[config.mk]
export PLATFORM = sky130hd
export DESIGN_NAME = lrbd_result_queue_flat
export DESIGN_NICKNAME = d
export VERILOG_FILES = /design/src/hdl/lrbd_pkg.sv /design/src/hdl/lrbd_result_if.sv /design/src/hdl/lrbd_result_queue.sv /design/src/flat_wrapper.sv
export SDC_FILE = /design/constraint.sdc
export NUM_CORES = 1
export LEC_CHECK = 0
export BUFFER_PORTS_ARGS = -buffer_cell sky130_fd_sc_hd__buf_2
export CORE_MARGIN = 3
export CORE_UTILIZATION = 57
export DETAILED_ROUTE_END_ITERATION = 8
export PLACE_DENSITY = 0.83
export SLEW_MARGIN = 10
export SYNTH_ARGS = -nofsm -noshare
export SYNTH_HDL_FRONTEND = slang
export SYNTH_SLANG_ARGS = --single-unit
[constraint.sdc]
create_clock -name i_clk -period 3.9 [get_ports i_clk]
set_input_delay 0.39 -clock i_clk [delete_from_list [all_inputs] [get_ports i_clk]]
set_output_delay 0.39 -clock i_clk [all_outputs]
set_load 0.005 [all_outputs]
[src/hdl/lrbd_pkg.sv]
`default_nettype none

package lrbd_pkg;

    localparam int MAX_WIDTH_DEF   = 4096;
    localparam int LABEL_BITS_DEF  = 32;

    localparam int PIX_LABEL_BITS  = 32;
    localparam int COL_BITS        = 12;
    localparam int ROW_BITS        = 16;

    localparam int CFG_INDEX_BITS  = 2;
    localparam int CFG_DATA_BITS   = 32;
    localparam int WIDTH_REG_BITS  = 13;
    localparam int HEIGHT_REG_BITS = 16;

    localparam logic [WIDTH_REG_BITS-1:0]  WIDTH_RESET  = 13'd4096;
    localparam logic [HEIGHT_REG_BITS-1:0] HEIGHT_RESET = 16'd1;

    localparam int QUEUE_DEPTH     = 4;
    localparam int QUEUE_PTR_BITS  = 2;

    typedef enum logic [CFG_INDEX_BITS-1:0] {
        CFG_IMAGE_WIDTH   = 2'd0,
        CFG_IMAGE_HEIGHT  = 2'd1,
        CFG_NODATA_ENABLE = 2'd2,
        CFG_NODATA_VALUE  = 2'd3
    } t_cfg_index;

    // One queue entry holds every result caused by one pixel request:
    // the upper-row result (a) and the own-row result on the last row (b).
    typedef struct packed {
        logic                has_a;
        logic                has_b;
        logic                flag_a;
        logic                flag_b;
        logic                done;
        logic [COL_BITS-1:0] col;
        logic [ROW_BITS-1:0] row;
    } t_entry;

endpackage

`default_nettype wire

[src/hdl/lrbd_result_if.sv]
`default_nettype none

interface lrbd_result_if;
    logic                          valid;
    logic                          ready;
    logic                          boundary_flag;
    logic [lrbd_pkg::COL_BITS-1:0] result_col;
    logic [lrbd_pkg::ROW_BITS-1:0] result_row;
    logic                          last_of_item;
    logic                          frame_done;

    modport source (output valid, output boundary_flag, output result_col,
                    output result_row, output last_of_item, output frame_done,
                    input ready);
    modport sink   (input valid, input boundary_flag, input result_col,
                    input result_row, input last_of_item, input frame_done,
                    output ready);
endinterface

`default_nettype wire

[src/hdl/lrbd_result_queue.sv]
`default_nettype none

module lrbd_result_queue (
    input  wire logic                                i_clk,
    input  wire logic                                i_rst_n,
    input  wire logic                                i_push,
    input  wire lrbd_pkg::t_entry                    i_entry,
    output logic [lrbd_pkg::QUEUE_PTR_BITS:0]        o_level,
    lrbd_result_if.source                            o_res
);

    localparam int PW = lrbd_pkg::QUEUE_PTR_BITS;

    lrbd_pkg::t_entry r_mem [lrbd_pkg::QUEUE_DEPTH];
    logic [PW-1:0]    r_wr;
    logic [PW-1:0]    r_rd;
    logic [PW:0]      r_level;
    logic             r_sub;

    lrbd_pkg::t_entry head;
    logic             sel_b;
    logic             take;
    logic             pop;

    always_comb begin
        head  = r_mem[r_rd];
        // show the own-row result once the upper-row one is gone or absent
        sel_b = r_sub || !head.has_a;
        take  = o_res.valid && o_res.ready;
        pop   = take && (sel_b || !head.has_b);
    end

    assign o_res.valid         = (r_level != '0);
    assign o_res.boundary_flag = sel_b ? head.flag_b : head.flag_a;
    assign o_res.result_col    = head.col;
    assign o_res.result_row    = sel_b ? head.row : head.row - lrbd_pkg::ROW_BITS'(1);
    assign o_res.last_of_item  = sel_b || !head.has_b;
    assign o_res.frame_done    = sel_b && head.done;
    assign o_level             = r_level;

    always_ff @(posedge i_clk) begin
        if (i_push) begin
            r_mem[r_wr] <= i_entry;
        end
    end

    always_ff @(posedge i_clk) begin
        if (!i_rst_n) begin
            r_wr    <= '0;
            r_rd    <= '0;
            r_level <= '0;
            r_sub   <= 1'b0;
        end else begin
            if (i_push) begin
                r_wr <= r_wr + PW'(1);
            end
            if (pop) begin
                r_rd <= r_rd + PW'(1);
            end
            if (i_push && !pop) begin
                r_level <= r_level + (PW+1)'(1);
            end else if (pop && !i_push) begin
                r_level <= r_level - (PW+1)'(1);
            end
            if (take) begin
                r_sub <= !pop;
            end
        end
    end

endmodule

`default_nettype wire

[src/flat_wrapper.sv]
// flat-port wrapper written by rule: the top's interface ports become plain ports
module lrbd_result_queue_flat 
  (i_clk, i_rst_n, i_push, i_entry, o_level, o_res_valid, o_res_boundary_flag, o_res_result_col, o_res_result_row, o_res_last_of_item, o_res_frame_done, o_res_ready);
  lrbd_result_if o_res_i ();
  input  wire logic i_clk;
  input  wire logic i_rst_n;
  input  wire logic i_push;
  input  wire lrbd_pkg::t_entry i_entry;
  output logic [lrbd_pkg::QUEUE_PTR_BITS:0] o_level;
  output wire logic [$bits(o_res_i.valid)-1:0] o_res_valid;
  output wire logic [$bits(o_res_i.boundary_flag)-1:0] o_res_boundary_flag;
  output wire logic [$bits(o_res_i.result_col)-1:0] o_res_result_col;
  output wire logic [$bits(o_res_i.result_row)-1:0] o_res_result_row;
  output wire logic [$bits(o_res_i.last_of_item)-1:0] o_res_last_of_item;
  output wire logic [$bits(o_res_i.frame_done)-1:0] o_res_frame_done;
  input wire logic [$bits(o_res_i.ready)-1:0] o_res_ready;
  assign o_res_valid = o_res_i.valid;
  assign o_res_boundary_flag = o_res_i.boundary_flag;
  assign o_res_result_col = o_res_i.result_col;
  assign o_res_result_row = o_res_i.result_row;
  assign o_res_last_of_item = o_res_i.last_of_item;
  assign o_res_frame_done = o_res_i.frame_done;
  assign o_res_i.ready = o_res_ready;
  lrbd_result_queue u_core (.i_clk(i_clk), .i_rst_n(i_rst_n), .i_push(i_push), .i_entry(i_entry), .o_level(o_level), .o_res(o_res_i));
endmodule
==> metrics.md <==
| Metric | Value |
|---|---|
| Post-Syn Instances | 273 |
| Most common cell after layout, fill and taps aside | edfxtp_1 |
| Die extent in x | 105 um |
| 1st-pass router iterations | 4 |
| Top Family by Delay on Critical Path | multiplexers |
| Final worst slack | 0.391 ns |
| Starting density of the core | 59.9% |
| Vias in the first global route | 2925 |
| Cell Chain, Critical Path | buf_6 > mux4_2 > inv_1 > ha_1 > nor4b_4 > nand4b_1 > xnor2_1 > buf_2 |
| Global route overflow | 0 |
| Bufs and invs on worst path | 3 |
| Slowest stage delay, CP | 0.62 ns |
| Syn nets | 317 |
| Slowest-stage cell, CP | mux4_2 |
| Static Leak | 2.30 nW |
| RSZ-0062 raised after global routing | false |
| Actual slew at the worst max-slew pin | 0.915 ns |
| Clock buffer depth | 2 |
| Layout cell share with drive strength beyond 1 | 39.9% |
| Clock sink count | 142 |
| Setup tns final | 0 ns |
| CP Max Fanout | 18 |
| Ant. Diodes | 0 |
| Synthesis-to-layout area growth | 19.5% |
| I/O Buffers | 71 |
| Cell Area, Synth | 5640 um^2 |
| Vias/cell | 5.66 |
| Vias | 2831 |
| Seq/Total Area, Yosys | 73.9% |
| Post-DRT Antenna Nets | 0 |
| Post-synthesis register bit count | 142 |
| Worst vdd ir | 0.400 mV |
| Die height | 105 um |
| I/O pins | 72 |
| WL per Instance | 20.4 um |
| # fillers | 546 |
| CP Class | flop to output pin |
| DPL Wire Length | 6.22 mm |
| CTS buffer count | 17 |
| Final core occ | 71.6% |
| Final setup fails | 0 |
| Detailed-route DRC error count | 0 |
| Final clock skew | 0.00813 ns |
| Largest net degree at the start of global routing | 34 |
| Core footprint | 9420 um^2 |
| Die area | 11100 um^2 |
| Period utilization | 90.0% |
| Hold Vio Cnt, Final | 0 |
| TritonCTS clock tree | yes |
| Status | finished, final reports clean |
| Min Tclk post-route | 3.51 ns |
| Yosys warns | 0 |
| Netlist cell types | 36 |
| Initial antenna violation count | 1 |
| Syn Area/Cell | 20.6 um^2 |
| Max Cap Violations | 0 |
| Placed Area | 6140 um^2 |
| Clk slew on worst S/H paths | 0.06 ns |
| Final WL | 10.2 mm |
| PwrDens | 659 nW/um^2 |
| Max frequency | 285 MHz |
| Clk_lat worst skew | 0.52 ns |
| Type of origin of the critical path | flop |
| GP Congestion | 0.756 |
| Row count | 35 |
| Hold Crit Class | primary input to flop |
| CP arrival | 3.12 ns |
| GRT Overall Usage | 19.6% |
| NumNets Final | 402 |
| Kind of end point of the critical path | output pin |
| Share of the synthesized area in the top cell type | 70.3% |
| Max_slew headroom | 39.0% |
| Placement Setup Slack | 0.600 ns |
| First-pass GRT wire length | 15.9 mm |
| Root Driver | clkbuf_8 |
| Most frequent cells in the layout | 132 x edfxtp_1, 71 x buf_2, 29 x mux4_2, 16 x xnor2_1, 16 x clkbuf_16 |
| Area leader, netlist | edfxtp_1 |
| Fin area | 6740 um^2 |
| CP required | 3.51 ns |
| Fin. max-slew vios | 0 |
| Iter 0 DRT Violations | 167 |
| Area contributors post-synth | edfxtp_1 70%, mux4_2 12%, dfxtp_1 3.6% |
| H-tree depth | 4 |
==> synthesized netlist by cell type, drive strengths merged <==
| master | n |
|---|---|
| a21boi | 1 |
| a21oi | 2 |
| and2 | 11 |
| buf | 7 |
| clkbuf | 2 |
| dfxtp | 10 |
| edfxtp | 132 |
| fa | 1 |
| ha | 6 |
| inv | 5 |
| mux2 | 2 |
| mux2i | 6 |
| mux4 | 31 |
| nand2 | 4 |
| nand2b | 3 |
| nand3 | 1 |
| nand3b | 3 |
| nand4 | 1 |
| nand4b | 1 |
| nor2 | 6 |
| nor2b | 2 |
| nor3 | 1 |
| nor4 | 2 |
| nor4b | 1 |
| o211ai | 1 |
| o21ai | 3 |
| o22a | 1 |
| o22ai | 1 |
| or2 | 3 |
| or3 | 2 |
| or4 | 1 |
| xnor2 | 16 |
| xor2 | 4 |
==> through the flow <==
stage	power, mW	hold WS, ns	std cells
after floorplan	2.55	0.489	273
after global placement	2.86	0.490	468
after detailed placement	2.89	0.539	468
after CTS	4.46	0.0639	500
after global routing	4.62	0.0686	500
final	4.44	0.0838	500
==> routing by layer <==
metal / part of all wire, % / GRT usage [%] / up-vias
met3: 6.0 / 5.57 / 34
met5: 0.069 / 0 / -
li1: - / - / 1271
met1: 39 / 24.7 / 1408
met4: 3.7 / 10.9 / 2
met2: 51 / 30.8 / 116
==> sequential cells by signal (all words and copies together), names as in the netlist, named ones only <==
register	cells
u_core.r_mem	132
u_core.o_level	3
u_core.r_rd	2
u_core.r_wr	2
u_core.r_sub	1
==> report_power, final <==
group / internal, mW / switching [mW]
sequential: 1.77 / 0.0984
clock: 0.973 / 0.600
combinational: 0.523 / 0.472
==> final timing paths <==
path,startpoint,cells after the start,slack (ns),endpoint
worst min-delay path,i_entry[18],1,0.08,u_core.r_mem[2][18]
worst max register to register,flop,9,0.96,u_core.o_level[2]
worst min register to register,u_core.o_level[2],2,0.56,u_core.o_level[2]
worst max-delay path,flop,8,0.39,o_res_result_row[14]
==> logic make-up (layout without fill, tap and decap cells) <==
| logic type | Yosys count | after routing | synth area share [%] |
|---|---|---|---|
| AOI/OAI and AO/OA | 9 | 9 | 0.977 |
| buffers and inverters | 14 | 112 | 1.15 |
| and+or+nand+nor | 42 | 42 | 5.22 |
| xor gates and xnor gates | 20 | 20 | 3.11 |
| DFF | 142 | 142 | 73.9 |
| muxes | 39 | 39 | 14.0 |
| adders and majority gates | 7 | 7 | 1.69 |
==> repair_timing <==
item                       4_1_cts  5_1_grt
setup endpoints to repair        0        7
resized for setup                0        2
buffers inserted                 0        0
hold buffers                     0        0
==> layout make-up <==
cell class / count / area (um^2) / area share, %
well taps: 129 / 161 / 2.40
clock buffers: 18 / 418 / 6.20
multi-input cells: 117 / 1410 / 21.0
repair buffers: 75 / 389 / 5.78
inverters: 5 / 18.8 / 0.279
flip-flops and latches: 142 / 4170 / 61.9
clock inverters: 14 / 169 / 2.51
Power figures use the tool's default switching activity.
